===== src/rtl/bba_pkg.sv =====
// Shared types, constants and command structures of the bitmap block allocator.
package bba_pkg;

    localparam int IDX_W           = 10;
    localparam int MODE_W          = 2;
    localparam int STATUS_W        = 2;
    localparam int COUNT_W         = 11;
    localparam int APB_DATA_W      = 32;
    localparam int PADDR_W         = 1;
    localparam int DEF_MAX_BLOCKS  = 1024;
    localparam int DEF_BUCKET_BITS = 8;

    localparam logic [COUNT_W-1:0] COUNT_RESET      = COUNT_W'(1024);
    localparam logic [PADDR_W-1:0] ADDR_BLOCK_COUNT = PADDR_W'(0);

    typedef enum logic [MODE_W-1:0] {
        MODE_ALLOC = 2'd0,
        MODE_FREE  = 2'd1,
        MODE_CLEAR = 2'd2
    } t_mode;

    typedef enum logic [STATUS_W-1:0] {
        ST_OK    = 2'd0,
        ST_FULL  = 2'd1,
        ST_RANGE = 2'd2
    } t_status;

    typedef enum logic [1:0] {
        S_INIT,
        S_IDLE,
        S_SCAN,
        S_CLEAR
    } t_state;

    typedef struct packed {
        logic    scan_start;
        logic    scan_en;
        logic    sweep_start;
        logic    sweep_en;
        logic    commit;
        logic    emit;
        logic    grant;
        t_status status;
    } t_cmd;

    typedef struct packed {
        logic limit_zero;
        logic idx_ok;
        logic hit;
        logic exhausted;
        logic sweep_last;
    } t_stat;

endpackage


===== src/rtl/bitmap_block_allocator.sv =====
// Top level of the bitmap first-fit block allocator.
//
// A request is taken when i_start is high while o_busy is low, and its result
// appears on o_granted_index and o_status for exactly one cycle with o_valid
// high; results cannot be held off, so capture them when o_valid is seen. An
// allocate or free walks the bitmap memory one word of BUCKET_BITS blocks per
// cycle, from word 0 to the word in which the request ends, with o_busy high
// throughout, and its result shows in the first cycle that o_busy is low
// again. A free ends in the word that holds its block; an allocate ends in
// the word of the first free block or, on a full map, in the word of the last
// managed block. A zero block count, an out-of-range free or an unused mode
// reports in the cycle after the request is taken, without raising o_busy. A
// clear request, and the clearing pass after reset, write one word per cycle
// until every word of the bitmap is zero, and no request is taken meanwhile;
// the result of a clear shows in the first cycle that o_busy is low again. The
// block_count register may be written over APB at any idle time.
module bitmap_block_allocator #(
    parameter int MAX_BLOCKS  = bba_pkg::DEF_MAX_BLOCKS,
    parameter int BUCKET_BITS = bba_pkg::DEF_BUCKET_BITS
) (
    input  logic                            i_clk,
    input  logic                            i_rst_n,
    input  logic                            i_start,
    input  logic [bba_pkg::MODE_W-1:0]      i_mode,
    input  logic [bba_pkg::IDX_W-1:0]       i_block_index,
    output logic                            o_busy,
    output logic                            o_valid,
    output logic [bba_pkg::IDX_W-1:0]       o_granted_index,
    output logic [bba_pkg::STATUS_W-1:0]    o_status,
    input  logic                            psel,
    input  logic                            penable,
    input  logic                            pwrite,
    input  logic [bba_pkg::PADDR_W-1:0]     paddr,
    input  logic [bba_pkg::APB_DATA_W-1:0]  pwdata,
    output logic [bba_pkg::APB_DATA_W-1:0]  prdata,
    output logic                            pready
);

    bba_pkg::t_cmd               cmd;
    bba_pkg::t_stat              stat;
    logic [bba_pkg::COUNT_W-1:0] block_count;

    bba_regs u_regs (
        .i_clk         (i_clk),
        .i_rst_n       (i_rst_n),
        .psel          (psel),
        .penable       (penable),
        .pwrite        (pwrite),
        .paddr         (paddr),
        .pwdata        (pwdata),
        .prdata        (prdata),
        .pready        (pready),
        .o_block_count (block_count)
    );

    bba_ctrl u_ctrl (
        .i_clk   (i_clk),
        .i_rst_n (i_rst_n),
        .i_start (i_start),
        .i_mode  (i_mode),
        .i_stat  (stat),
        .o_cmd   (cmd),
        .o_busy  (o_busy)
    );

    bba_dp #(
        .MAX_BLOCKS  (MAX_BLOCKS),
        .BUCKET_BITS (BUCKET_BITS)
    ) u_dp (
        .i_clk           (i_clk),
        .i_rst_n         (i_rst_n),
        .i_cmd           (cmd),
        .o_stat          (stat),
        .i_mode          (i_mode),
        .i_block_index   (i_block_index),
        .i_block_count   (block_count),
        .o_valid         (o_valid),
        .o_granted_index (o_granted_index),
        .o_status        (o_status)
    );

endmodule


===== src/rtl/bba_regs.sv =====
// APB configuration register holding the managed block count.
module bba_regs (
    input  logic                              i_clk,
    input  logic                              i_rst_n,
    input  logic                              psel,
    input  logic                              penable,
    input  logic                              pwrite,
    input  logic [bba_pkg::PADDR_W-1:0]       paddr,
    input  logic [bba_pkg::APB_DATA_W-1:0]    pwdata,
    output logic [bba_pkg::APB_DATA_W-1:0]    prdata,
    output logic                              pready,
    output logic [bba_pkg::COUNT_W-1:0]       o_block_count
);

    logic [bba_pkg::COUNT_W-1:0] r_block_count;
    logic                        wr_en;

    assign pready = 1'b1;
    assign wr_en  = psel && penable && pwrite && pready
                    && (paddr == bba_pkg::ADDR_BLOCK_COUNT);

    always_ff @(posedge i_clk) begin
        if (!i_rst_n) begin
            r_block_count <= bba_pkg::COUNT_RESET;
        end else if (wr_en) begin
            r_block_count <= pwdata[bba_pkg::COUNT_W-1:0];
        end
    end

    always_comb begin
        if (paddr == bba_pkg::ADDR_BLOCK_COUNT) begin
            prdata = bba_pkg::APB_DATA_W'(r_block_count);
        end else begin
            prdata = '0;
        end
    end

    assign o_block_count = r_block_count;

endmodule


===== src/rtl/bba_ctrl.sv =====
// Controller state machine sequencing clear sweeps and bitmap scans.
module bba_ctrl (
    input  logic                          i_clk,
    input  logic                          i_rst_n,
    input  logic                          i_start,
    input  logic [bba_pkg::MODE_W-1:0]    i_mode,
    input  bba_pkg::t_stat                i_stat,
    output bba_pkg::t_cmd                 o_cmd,
    output logic                          o_busy
);

    bba_pkg::t_state r_state;
    bba_pkg::t_state n_state;
    logic            r_alloc;
    logic            n_alloc;

    always_ff @(posedge i_clk) begin
        if (!i_rst_n) begin
            r_state <= bba_pkg::S_INIT;
            r_alloc <= 1'b0;
        end else begin
            r_state <= n_state;
            r_alloc <= n_alloc;
        end
    end

    always_comb begin
        n_state      = r_state;
        n_alloc      = r_alloc;
        o_cmd        = '0;
        o_cmd.status = bba_pkg::ST_OK;
        case (r_state)
            bba_pkg::S_INIT: begin
                o_cmd.sweep_en = 1'b1;
                if (i_stat.sweep_last) begin
                    n_state = bba_pkg::S_IDLE;
                end
            end
            bba_pkg::S_IDLE: begin
                if (i_start) begin
                    case (i_mode)
                        bba_pkg::MODE_ALLOC: begin
                            n_alloc = 1'b1;
                            if (i_stat.limit_zero) begin
                                o_cmd.emit   = 1'b1;
                                o_cmd.status = bba_pkg::ST_FULL;
                            end else begin
                                o_cmd.scan_start = 1'b1;
                                n_state          = bba_pkg::S_SCAN;
                            end
                        end
                        bba_pkg::MODE_FREE: begin
                            n_alloc = 1'b0;
                            if (!i_stat.idx_ok) begin
                                o_cmd.emit   = 1'b1;
                                o_cmd.status = bba_pkg::ST_RANGE;
                            end else begin
                                o_cmd.scan_start = 1'b1;
                                n_state          = bba_pkg::S_SCAN;
                            end
                        end
                        bba_pkg::MODE_CLEAR: begin
                            o_cmd.sweep_start = 1'b1;
                            n_state           = bba_pkg::S_CLEAR;
                        end
                        default: begin
                            o_cmd.emit = 1'b1;
                        end
                    endcase
                end
            end
            bba_pkg::S_SCAN: begin
                o_cmd.scan_en = 1'b1;
                if (i_stat.hit) begin
                    o_cmd.commit = 1'b1;
                    o_cmd.emit   = 1'b1;
                    o_cmd.grant  = r_alloc;
                    n_state      = bba_pkg::S_IDLE;
                end else if (i_stat.exhausted) begin
                    o_cmd.emit   = 1'b1;
                    o_cmd.status = bba_pkg::ST_FULL;
                    n_state      = bba_pkg::S_IDLE;
                end
            end
            bba_pkg::S_CLEAR: begin
                o_cmd.sweep_en = 1'b1;
                if (i_stat.sweep_last) begin
                    o_cmd.emit = 1'b1;
                    n_state    = bba_pkg::S_IDLE;
                end
            end
            default: begin
                n_state = bba_pkg::S_INIT;
            end
        endcase
    end

    assign o_busy = (r_state != bba_pkg::S_IDLE);

endmodule


===== src/rtl/bba_dp.sv =====
// Datapath with the used/free bitmap memory, scan counters and result register.
module bba_dp #(
    parameter int MAX_BLOCKS  = bba_pkg::DEF_MAX_BLOCKS,
    parameter int BUCKET_BITS = bba_pkg::DEF_BUCKET_BITS
) (
    input  logic                            i_clk,
    input  logic                            i_rst_n,
    input  bba_pkg::t_cmd                   i_cmd,
    output bba_pkg::t_stat                  o_stat,
    input  logic [bba_pkg::MODE_W-1:0]      i_mode,
    input  logic [bba_pkg::IDX_W-1:0]       i_block_index,
    input  logic [bba_pkg::COUNT_W-1:0]     i_block_count,
    output logic                            o_valid,
    output logic [bba_pkg::IDX_W-1:0]       o_granted_index,
    output logic [bba_pkg::STATUS_W-1:0]    o_status
);

    localparam int DEPTH = (MAX_BLOCKS + BUCKET_BITS - 1) / BUCKET_BITS;
    localparam int AW    = (DEPTH > 1) ? $clog2(DEPTH) : 1;
    localparam int ACW   = $clog2(DEPTH + 1);
    localparam int CW_A  = $clog2(MAX_BLOCKS + 2 * BUCKET_BITS + 1);
    localparam int CW    = (CW_A > bba_pkg::COUNT_W) ? CW_A : bba_pkg::COUNT_W;
    localparam int BW    = (BUCKET_BITS > 1) ? $clog2(BUCKET_BITS) : 1;

    logic [BUCKET_BITS-1:0]      mem [DEPTH];
    logic [BUCKET_BITS-1:0]      r_rdata;
    logic [ACW-1:0]              r_addr;
    logic [AW-1:0]               r_daddr;
    logic [CW-1:0]               r_abase;
    logic [CW-1:0]               r_dbase;
    logic                        r_dvalid;
    logic                        r_alloc;
    logic [bba_pkg::IDX_W-1:0]   r_idx;

    logic [CW-1:0]               limit;
    logic [CW-1:0]               dend;
    logic [CW-1:0]               idx_ext;
    logic [CW-1:0]               off;
    logic [CW-1:0]               grant_sum;
    logic [BUCKET_BITS-1:0]      cand;
    logic [BUCKET_BITS-1:0]      alloc_word;
    logic [BUCKET_BITS-1:0]      free_word;
    logic [BUCKET_BITS-1:0]      wdata;
    logic [AW-1:0]               waddr;
    logic [BW-1:0]               first_bit;
    logic                        found;
    logic                        in_word;
    logic                        addr_in;
    logic                        we;

    assign addr_in = (r_addr < ACW'(DEPTH));

    always_ff @(posedge i_clk) begin
        if (!i_rst_n) begin
            r_addr   <= '0;
            r_dvalid <= 1'b0;
            r_abase  <= '0;
        end else if (i_cmd.scan_start || i_cmd.sweep_start) begin
            r_addr   <= '0;
            r_dvalid <= 1'b0;
            r_abase  <= '0;
        end else if (i_cmd.sweep_en) begin
            r_addr <= r_addr + ACW'(1);
        end else if (i_cmd.scan_en) begin
            r_dvalid <= addr_in;
            if (addr_in) begin
                r_addr  <= r_addr + ACW'(1);
                r_abase <= r_abase + CW'(BUCKET_BITS);
            end
        end
    end

    always_ff @(posedge i_clk) begin
        if (i_cmd.scan_start) begin
            r_alloc <= (i_mode == bba_pkg::MODE_ALLOC);
            r_idx   <= i_block_index;
        end
        if (i_cmd.scan_en && addr_in) begin
            r_daddr <= r_addr[AW-1:0];
            r_dbase <= r_abase;
        end
    end

    always_ff @(posedge i_clk) begin
        if (we) begin
            mem[waddr] <= wdata;
        end
        if (i_cmd.scan_en && addr_in) begin
            r_rdata <= mem[r_addr[AW-1:0]];
        end
    end

    always_comb begin
        limit = (CW'(i_block_count) > CW'(MAX_BLOCKS)) ? CW'(MAX_BLOCKS)
                                                       : CW'(i_block_count);
        dend      = r_dbase + CW'(BUCKET_BITS);
        idx_ext   = CW'(r_idx);
        off       = idx_ext - r_dbase;
        in_word   = (idx_ext < dend);
        found     = 1'b0;
        first_bit = '0;
        for (int b = 0; b < BUCKET_BITS; b++) begin
            cand[b] = !r_rdata[b] && ((r_dbase + CW'(b)) < limit);
        end
        for (int b = 0; b < BUCKET_BITS; b++) begin
            if (cand[b] && !found) begin
                found     = 1'b1;
                first_bit = BW'(b);
            end
        end
        alloc_word = r_rdata | (BUCKET_BITS'(1) << first_bit);
        free_word  = r_rdata & ~(BUCKET_BITS'(1) << off[BW-1:0]);
        grant_sum  = r_dbase + CW'(first_bit);
        we         = i_cmd.sweep_en || i_cmd.commit;
        if (i_cmd.sweep_en) begin
            waddr = r_addr[AW-1:0];
            wdata = '0;
        end else begin
            waddr = r_daddr;
            wdata = r_alloc ? alloc_word : free_word;
        end
    end

    always_comb begin
        o_stat            = '0;
        o_stat.limit_zero = (limit == '0);
        o_stat.idx_ok     = (CW'(i_block_index) < limit);
        o_stat.hit        = r_dvalid && (r_alloc ? found : in_word);
        o_stat.exhausted  = r_dvalid && r_alloc && !found && (dend >= limit);
        o_stat.sweep_last = (r_addr == ACW'(DEPTH - 1));
    end

    always_ff @(posedge i_clk) begin
        if (!i_rst_n) begin
            o_valid <= 1'b0;
        end else begin
            o_valid <= i_cmd.emit;
        end
    end

    always_ff @(posedge i_clk) begin
        if (i_cmd.emit) begin
            o_granted_index <= i_cmd.grant ? grant_sum[bba_pkg::IDX_W-1:0] : '0;
            o_status        <= i_cmd.status;
        end
    end

endmodule


===== config.mk =====
export PLATFORM = sky130hd
export DESIGN_NAME = bitmap_block_allocator
export DESIGN_NICKNAME = d
export VERILOG_FILES = /design/src/rtl/bba_pkg.sv /design/src/rtl/bitmap_block_allocator.sv /design/src/rtl/bba_regs.sv /design/src/rtl/bba_ctrl.sv /design/src/rtl/bba_dp.sv
export SDC_FILE = /design/constraint.sdc
export NUM_CORES = 1
export LEC_CHECK = 0
export BUFFER_PORTS_ARGS = -buffer_cell sky130_fd_sc_hd__buf_2
export CAP_MARGIN = 10
export CORE_ASPECT_RATIO = 0.5
export CORE_MARGIN = 2
export CORE_UTILIZATION = 30
export DETAILED_ROUTE_END_ITERATION = 16
export PLACE_DENSITY_LB_ADDON = 0.12
export SKIP_CTS_REPAIR_TIMING = 1
export SLEW_MARGIN = 20
export SYNTH_ARGS = -nofsm -noshare
export SYNTH_HDL_FRONTEND = slang
export SYNTH_SLANG_ARGS = --single-unit

===== constraint.sdc =====
create_clock -name i_clk -period 9.2 [get_ports i_clk]
set_clock_uncertainty 0.2 [all_clocks]
set_input_delay 1.38 -clock i_clk [delete_from_list [all_inputs] [get_ports i_clk]]
set_output_delay 1.38 -clock i_clk [all_outputs]
set_load 0.03 [all_outputs]

==> flow_summary_export.csv, run 1 <==
group,metric,value,unit
setup_path,cp.required,9.32,ns
yosys,synth_top_family_by_area,"multiplexers",
yosys,synth_edf_count,1070,
status,status,"completed",
clocking,root_buffer,"clkbuf_16",
grt,met3_usage,0.02543,
final_layout,final_layout_size_suffix_gt1_frac,0.2769,
timing,fin_crit_sh,0.5833,
clocking,cts_max_level,3,
grt,grt_first_pass_wirelength,165.4,mm
setup_path,r2r_setup_slack,3.83,ns
die,num_rows,99,
routing,first_pass_iters,6,
grt,use_met2,0.2387,
final_layout,nNetsFinal,2304,
routing,initialDrtViolationCount,1726,
yosys,syn_area_per_cell,20.91,sq um
setup_path,r2r-start,"u_regs.o_block_count[10]",
grt,grt_max_degree,112,
clocking,clk_latency,0.71,ns
clocking,cts_buffers,108,
yosys,synth_seq_cells,1102,
die,fp.dieH,275.3,um
yosys,ys_async_sr_fraction,0,
timing,fmax,186.3,MHz
setup_path,reg2reg_to,"u_dp.mem[32][1]",
placed_design,gp_congestion,0.7515,
grt,overflow,0,
setup_path,endpoint_kind,"flop",
yosys,synth_warnings,0,
routing,postRouteAntennaNets,0,
setup_path,worst-path-max-fanout,12,
timing,tns,0,ns
setup_path,r2r_cells,12,
yosys,muxShareOfSynthArea,0.1743,
yosys,synth_xor_area_frac,0.003965,
die,core_area,146000,sq um
power_and_ir_drop,power_density,308.2,nW/um^2
die,design.die.area,150500,sq um
routing,wl,116.8,mm
grt,grt_pass1_vias,21540,
die,die_w,546.7,um
setup_path,crit_path_end,"u_dp.mem[32][1]",
yosys,syn_inst,2113,
final_layout,fill_cells,13670,
yosys,yosysTopAreaCell,"edfxtp_1",
clocking,path_clk_slew,0.07,ns
grt,grt_usage,0.1550,
clocking,cts_sinks,1102,
setup_path,startpoint_type,"flop",
setup_path,crit_type,"flop to flop",
placed_design,preCtsSetupSlack,3.502,ns
power_and_ir_drop,ir_worst_vdd,0.0001959,V
timing,finalMaxSlewViolations,0,
yosys,synthDistinctLibCells,61,
timing,slew_headroom,0.2573,
routing,route.detailed.drc,0,
hold_path,hold_path_class,"flop to flop",
grt,grt_antenna_before_repair,13,
yosys,netlist.area_leader.share,0.7274,
die,io_pins,98,
timing,rsz0062_at_grt,"no",
timing,worst_slew_pin_slew,1.107,ns
setup_path,setup.worst_path.start,"u_regs.o_block_count[10]",
job,max-cap-violations,0,
yosys,syn_area,44170,sq um
grt,use_met1,0.2299,
power_and_ir_drop,cellLeakagePower,15.52,nW
yosys,synth_compound_area_frac,0.02051,
die,initial_core_util,0.3025,
grt,top_usage_layer,"met2",
yosys,ys_seq_area_frac,0.7419,
timing,fin_crit,5.367,ns
clocking,clockBufferDepth,3,
timing,finalHoldViolCount,0,
yosys,synthTopCellsByArea,"edfxtp_1 73%, mux4_2 17%, dfxtp_1 1.5%",
yosys,synth_fa_ha_area_frac,0.01133,
placed_design,io_buffers,54,
timing,setup_viol,0,
routing,vias,21040,
yosys,synth-simple-area-share,0.03215,
routing,viasPerCell,4.920,
final_layout,area_delta_synth_final,14.10,%
setup_path,cp.arrival,5.49,ns
yosys,synth_flop_cell,"edfxtp_1",
routing,wire_per_inst,27.32,um
timing,setup_slack,3.833,ns
clocking,tritoncts,"yes",
placed_design,dpl.hpwl,70.09,mm
power_and_ir_drop,finalPower,0.01554,W
power breakdown:
part / switching [W] / internal (W)
logic: 0.00294 / 0.00155
clock network: 0.00195 / 0.00250
registers: 0.000140 / 0.00647
registers in the layout, indices dropped and copies added (netlist names):
register              cells
u_dp.r_addr               8
u_dp.r_abase              8
u_dp.r_daddr              7
u_regs.o_block_count     11
u_dp.o_valid              1
u_ctrl.r_state            2
u_dp.r_rdata              8
u_dp.r_dvalid             1
u_dp.r_alloc              1
u_dp.o_status             2
u_dp.mem               1024
u_dp.r_idx               10
u_dp.r_dbase              8
u_ctrl.r_alloc            1
u_dp.o_granted_index     10
placed cells by master, fill, tap and decap left out, drive strengths merged, types with 4 or more instances in the layout:
cell,count
clkbuf,126
a31oi,6
buf,95
nor4,5
conb,22
mux4,336
nand2,78
o31ai,10
bufinv,11
dfxtp,32
xor2,10
edfxtp,1070
a211oi,8
a21oi,38
o21bai,13
or3,4
and3,14
nand4,9
inv,28
nor2b,12
mux2,9
a21o,10
nor2,145
clkinv,59
o211ai,8
xnor2,10
nand3,13
nor3,18
ha,40
o21ai,13
worst max-delay path, cell delays in order (launching register included):
cell and delay (ns):
dfxtp_1 0.42, inv_1 0.40, nand2_1 0.22, ha_1 0.37, and4b_1 0.28, a31oi_1 0.40, a211oi_1 0.09, a32o_1 0.39
a211oi_4 0.43, buf_4 0.31, o21bai_2 0.32, buf_4 0.35, nor2_1 0.77
cell families (layout without fill, tap and decap cells):
| logic type | after synthesis | count (layout) |
|---|---|---|
| mux | 348 | 348 |
| xor+xnor | 20 | 20 |
| compound gates | 132 | 132 |
| flops | 1102 | 1102 |
| buf+inv | 151 | 322 |
| fa+ha+maj | 40 | 40 |
| simple gates | 318 | 318 |
| other cells | 2 | 25 |
worst min-delay path by stage:
stage                     depth (start not counted)              from  slack (ns)          endpoint
after floorplan                                   0    u_dp.r_addr[2]        0.21   u_dp.r_daddr[2]
after global placement                            0  u_dp.r_abase[10]        0.24  u_dp.r_dbase[10]
after detailed placement                          0  u_dp.r_abase[10]        0.25  u_dp.r_dbase[10]
after CTS                                         0  u_dp.r_abase[10]        0.27  u_dp.r_dbase[10]
after global routing                              0  u_dp.r_abase[10]        0.28  u_dp.r_dbase[10]
final                                             0  u_dp.r_abase[10]        0.27  u_dp.r_dbase[10]
layer usage:
layer / vias up / share of wire
met1: 11490 / 0.48
li1: 8964 / -
met4: 0 / 0.020
met5: - / 0
met2: 441 / 0.46
met3: 140 / 0.043
cell type report:
type / count / area (sq um) / area share
diodes: 3 / 7.507 / 0.0001489
flip-flops and latches: 1102 / 32780 / 0.6504
well taps: 1969 / 2464 / 0.04888
repair buffers: 95 / 623.1 / 0.01236
multi-input cells: 880 / 10930 / 0.2169
clock buffers: 126 / 2813 / 0.05580
inverters: 26 / 100.1 / 0.001986
clock inverters: 75 / 679.4 / 0.01348
Yosys cell counts, types with 4 or more instances:
cell	number
o21ai_0	13
nor4_1	5
clkbuf_1	62
a211oi_1	6
mux2_2	9
ha_1	40
nor2_1	145
nor3_1	18
nand4_1	9
a31oi_1	6
o31ai_1	10
nand3_1	13
mux4_2	336
nor2b_1	12
or3_1	4
xnor2_1	10
buf_1	17
buf_2	21
buf_4	23
o21bai_1	13
and3_1	14
o211ai_1	8
edfxtp_1	1070
xor2_1	10
a21oi_1	38
nand2_1	78
dfxtp_1	32
inv_1	23
a21o_1	10
stage by stage:
step,area [sq um],hold slack [ns],cells,util
4_1_cts,50370,0.2676,4272,0.3449
2_1_floorplan,44250,0.2064,2133,-
6_report,50400,0.2651,4276,0.3451
5_1_grt,50400,0.2844,4274,0.3451
3_3_place_gp,46870,0.2415,4071,0.3209
3_5_place_dp,46880,0.2519,4071,0.3210
Power figures use the tool's default switching activity.
==> run 2: changes to the inputs <==
==> constraint.sdc (replaced) <==
create_clock -name i_clk -period 5.5 [get_ports i_clk]
set_clock_uncertainty 0.2 [all_clocks]
set_input_delay 0.825 -clock i_clk [delete_from_list [all_inputs] [get_ports i_clk]]
set_output_delay 0.825 -clock i_clk [all_outputs]
set_load 0.03 [all_outputs]
==> flow_summary_export.csv, run 2 (synthesized netlist as in run 1, its figures left out) <==
group,metric,value,unit
status,status,"completed",
final_layout,seqCellArea,32780,sq um
die,initial_core_util,0.3025,
placed_design,dpl.hpwl,73.41,mm
setup_path,startpoint_type,"flop",
routing,wire_per_inst,26.60,um
grt,grt_antenna_before_repair,14,
routing,vias,21250,
hold_path,hold_path_end,"u_dp.r_idx[2]",
die,fp.dieH,275.3,um
final_layout,instances_no_fill,4378,
final_layout,top_register,"u_dp.mem",
hold_path,hold_path_class,"input pin to flop",
clocking,cts_buffers,108,
power_and_ir_drop,switchingPower,0.008424,W
final_layout,final_cell_mix,"1070 x edfxtp_1, 336 x mux4_2, 140 x nor2_1",
setup_path,endpoint_kind,"flop",
hold_path,min_path_cells,1,
routing,initialDrtViolationCount,1840,
timing,fin_crit,5.201,ns
clocking,path_clk_slew,0.06,ns
timing,rsz0062_at_grt,"yes",
grt,grt_usage,0.1555,
timing,slew_headroom,0.1744,
timing,finalHoldViolCount,0,
power_and_ir_drop,cellLeakagePower,16.10,nW
placed_design,gp_congestion,0.7804,
grt,overflow,0,
setup_path,setup.worst_path.start,"u_regs.o_block_count[10]",
timing,setup_viol,0,
routing,wl,116.4,mm
grt,grt_pass1_vias,21880,
job,max-cap-violations,0,
timing,tns,0,ns
die,num_rows,99,
clocking,clk_latency,0.71,ns
placed_design,place_inst,4179,
power_and_ir_drop,p_int,0.01779,W
clocking,clockBufferDepth,3,
clocking,tritoncts,"yes",
setup_path,r2r-start,"u_regs.o_block_count[10]",
power_and_ir_drop,ir_worst_vdd,0.0004736,V
die,design.die.area,150500,sq um
die,io_pins,98,
clocking,cts_max_level,3,
die,die_w,546.7,um
grt,grt_first_pass_wirelength,166.8,mm
power_and_ir_drop,clkPwrFrac,0.283,
timing,fin_crit_sh,0.9457,
hold_path,hold_start,"i_block_index[2]",
setup_path,crit_type,"flop to flop",
power_and_ir_drop,pwr-share-comb,0.295,
timing,finalMaxSlewViolations,0,
setup_path,cp.arrival,5.33,ns
timing,worst_slew_pin_slew,1.231,ns
routing,postRouteAntennaNets,0,
placed_design,io_buffers,54,
setup_path,worst-path-max-fanout,12,
final_layout,area_delta_synth_final,16.30,%
routing,route.detailed.drc,0,
setup_path,reg2reg_to,"u_dp.mem[116][7]",
setup_path,r2r_cells,10,
power_and_ir_drop,power_density,510.3,nW/um^2
final_layout,multi_input_area,10930,sq um
final_layout,largest_reg_flops,1024,
setup_path,r2r_setup_slack,0.30,ns
final_layout,layout_commonest_cell,"edfxtp_1",
timing,fmax,192.3,MHz
grt,grt_max_degree,109,
routing,first_pass_iters,5,
setup_path,cp.required,5.63,ns
final_layout,antenna_cells,0,
final_layout,fill_cells,13560,
clocking,cts_sinks,1102,
final_layout,nNetsFinal,2411,
power_and_ir_drop,seq_power_share,0.422,
routing,viasPerCell,4.854,
die,core_area,146000,sq um
final_layout,final_layout_size_suffix_gt1_frac,0.3072,
clocking,root_buffer,"clkbuf_16",
power_and_ir_drop,switching_share,0.3213,
==> run 2: cell types whose count changed in the layout (fill, tap and decap cells not counted), moves of 3 or more <==
cell        change
inv_6           +3
clkinv_1        -4
diode_2         -3
clkinvlp_4      +5
nor2_2          +4
clkbuf_1        +8
buf_12         +17
clkinv_2       -12
buf_4          +91
nor2_1          -4
==> run 2: how the worst max path moves through the flow <==
stage | endpoint | slack [ns] | depth (start not counted)
6_report | u_dp.mem[116][7] | 0.30 | 10
3_5_place_dp | u_dp.mem[6][3] | 0.26 | 10
4_1_cts | u_dp.mem[127][7] | 0.25 | 10
5_1_grt | u_dp.mem[53][0] | -0.03 | 10
3_3_place_gp | u_dp.mem[6][3] | 0.35 | 10
2_1_floorplan | u_dp.mem[0][0] | 0.17 | 13
==> run 2: area by class of cell <==
| cell class | count | area share |
|---|---|---|
| flip-flops and latches | 1102 | 0.6381 |
| multi-input cells | 880 | 0.2128 |
| clock buffers | 135 | 0.05560 |
| well taps | 1969 | 0.04795 |
| repair buffers | 202 | 0.03151 |
| clock inverters | 64 | 0.01208 |
| inverters | 26 | 0.001948 |
==> run 2: critical path, cell delays in order (launching register included) <==
cell and delay (ns):
dfxtp_1 0.41, inv_1 0.38, nand2_1 0.22, ha_1 0.36, and4b_1 0.29, a31oi_1 0.38
a211oi_1 0.11, a32o_1 0.38, a211oi_4 0.72, o21bai_2 0.52, nor2_1 0.83
==> run 2: layer usage <==
metal,GRT usage,vias to the layer above,wire length [um]
met5,0,-,0
met4,0.02668,0,1707
met3,0.02890,124,4981
met2,0.2446,462,54080
met1,0.2277,11490,55680
li1,-,9174,-
==> run 2: power by group through the flow <==
stage / combinational, W / sequential (W) / clock (W)
6_report: 0.00774 / 0.0111 / 0.00741
5_1_grt: 0.00829 / 0.0111 / 0.00793
3_5_place_dp: 0.00799 / 0.0113 / 0
2_1_floorplan: 0.00441 / 0.0112 / 0
4_1_cts: 0.00800 / 0.0111 / 0.00762
3_3_place_gp: 0.00791 / 0.0112 / 0
==> run 2: stage by stage <==
| step | power [W] | setup WS (ns) | hold slack, ns | cell area [sq um] | util |
|---|---|---|---|---|---|
| global route | 0.02732 | -0.03091 | 0.07654 | 51380 | 0.3518 |
| global placement | 0.01915 | 0.3480 | 0.2402 | 47890 | 0.3279 |
| floorplan | 0.01557 | 0.1707 | 0.2064 | 44280 | - |
| CTS | 0.02670 | 0.2470 | 0.05510 | 51370 | 0.3517 |
| finish | 0.02622 | 0.2986 | 0.1219 | 51380 | 0.3518 |
| detailed placement | 0.01924 | 0.2602 | 0.2442 | 47890 | 0.3279 |
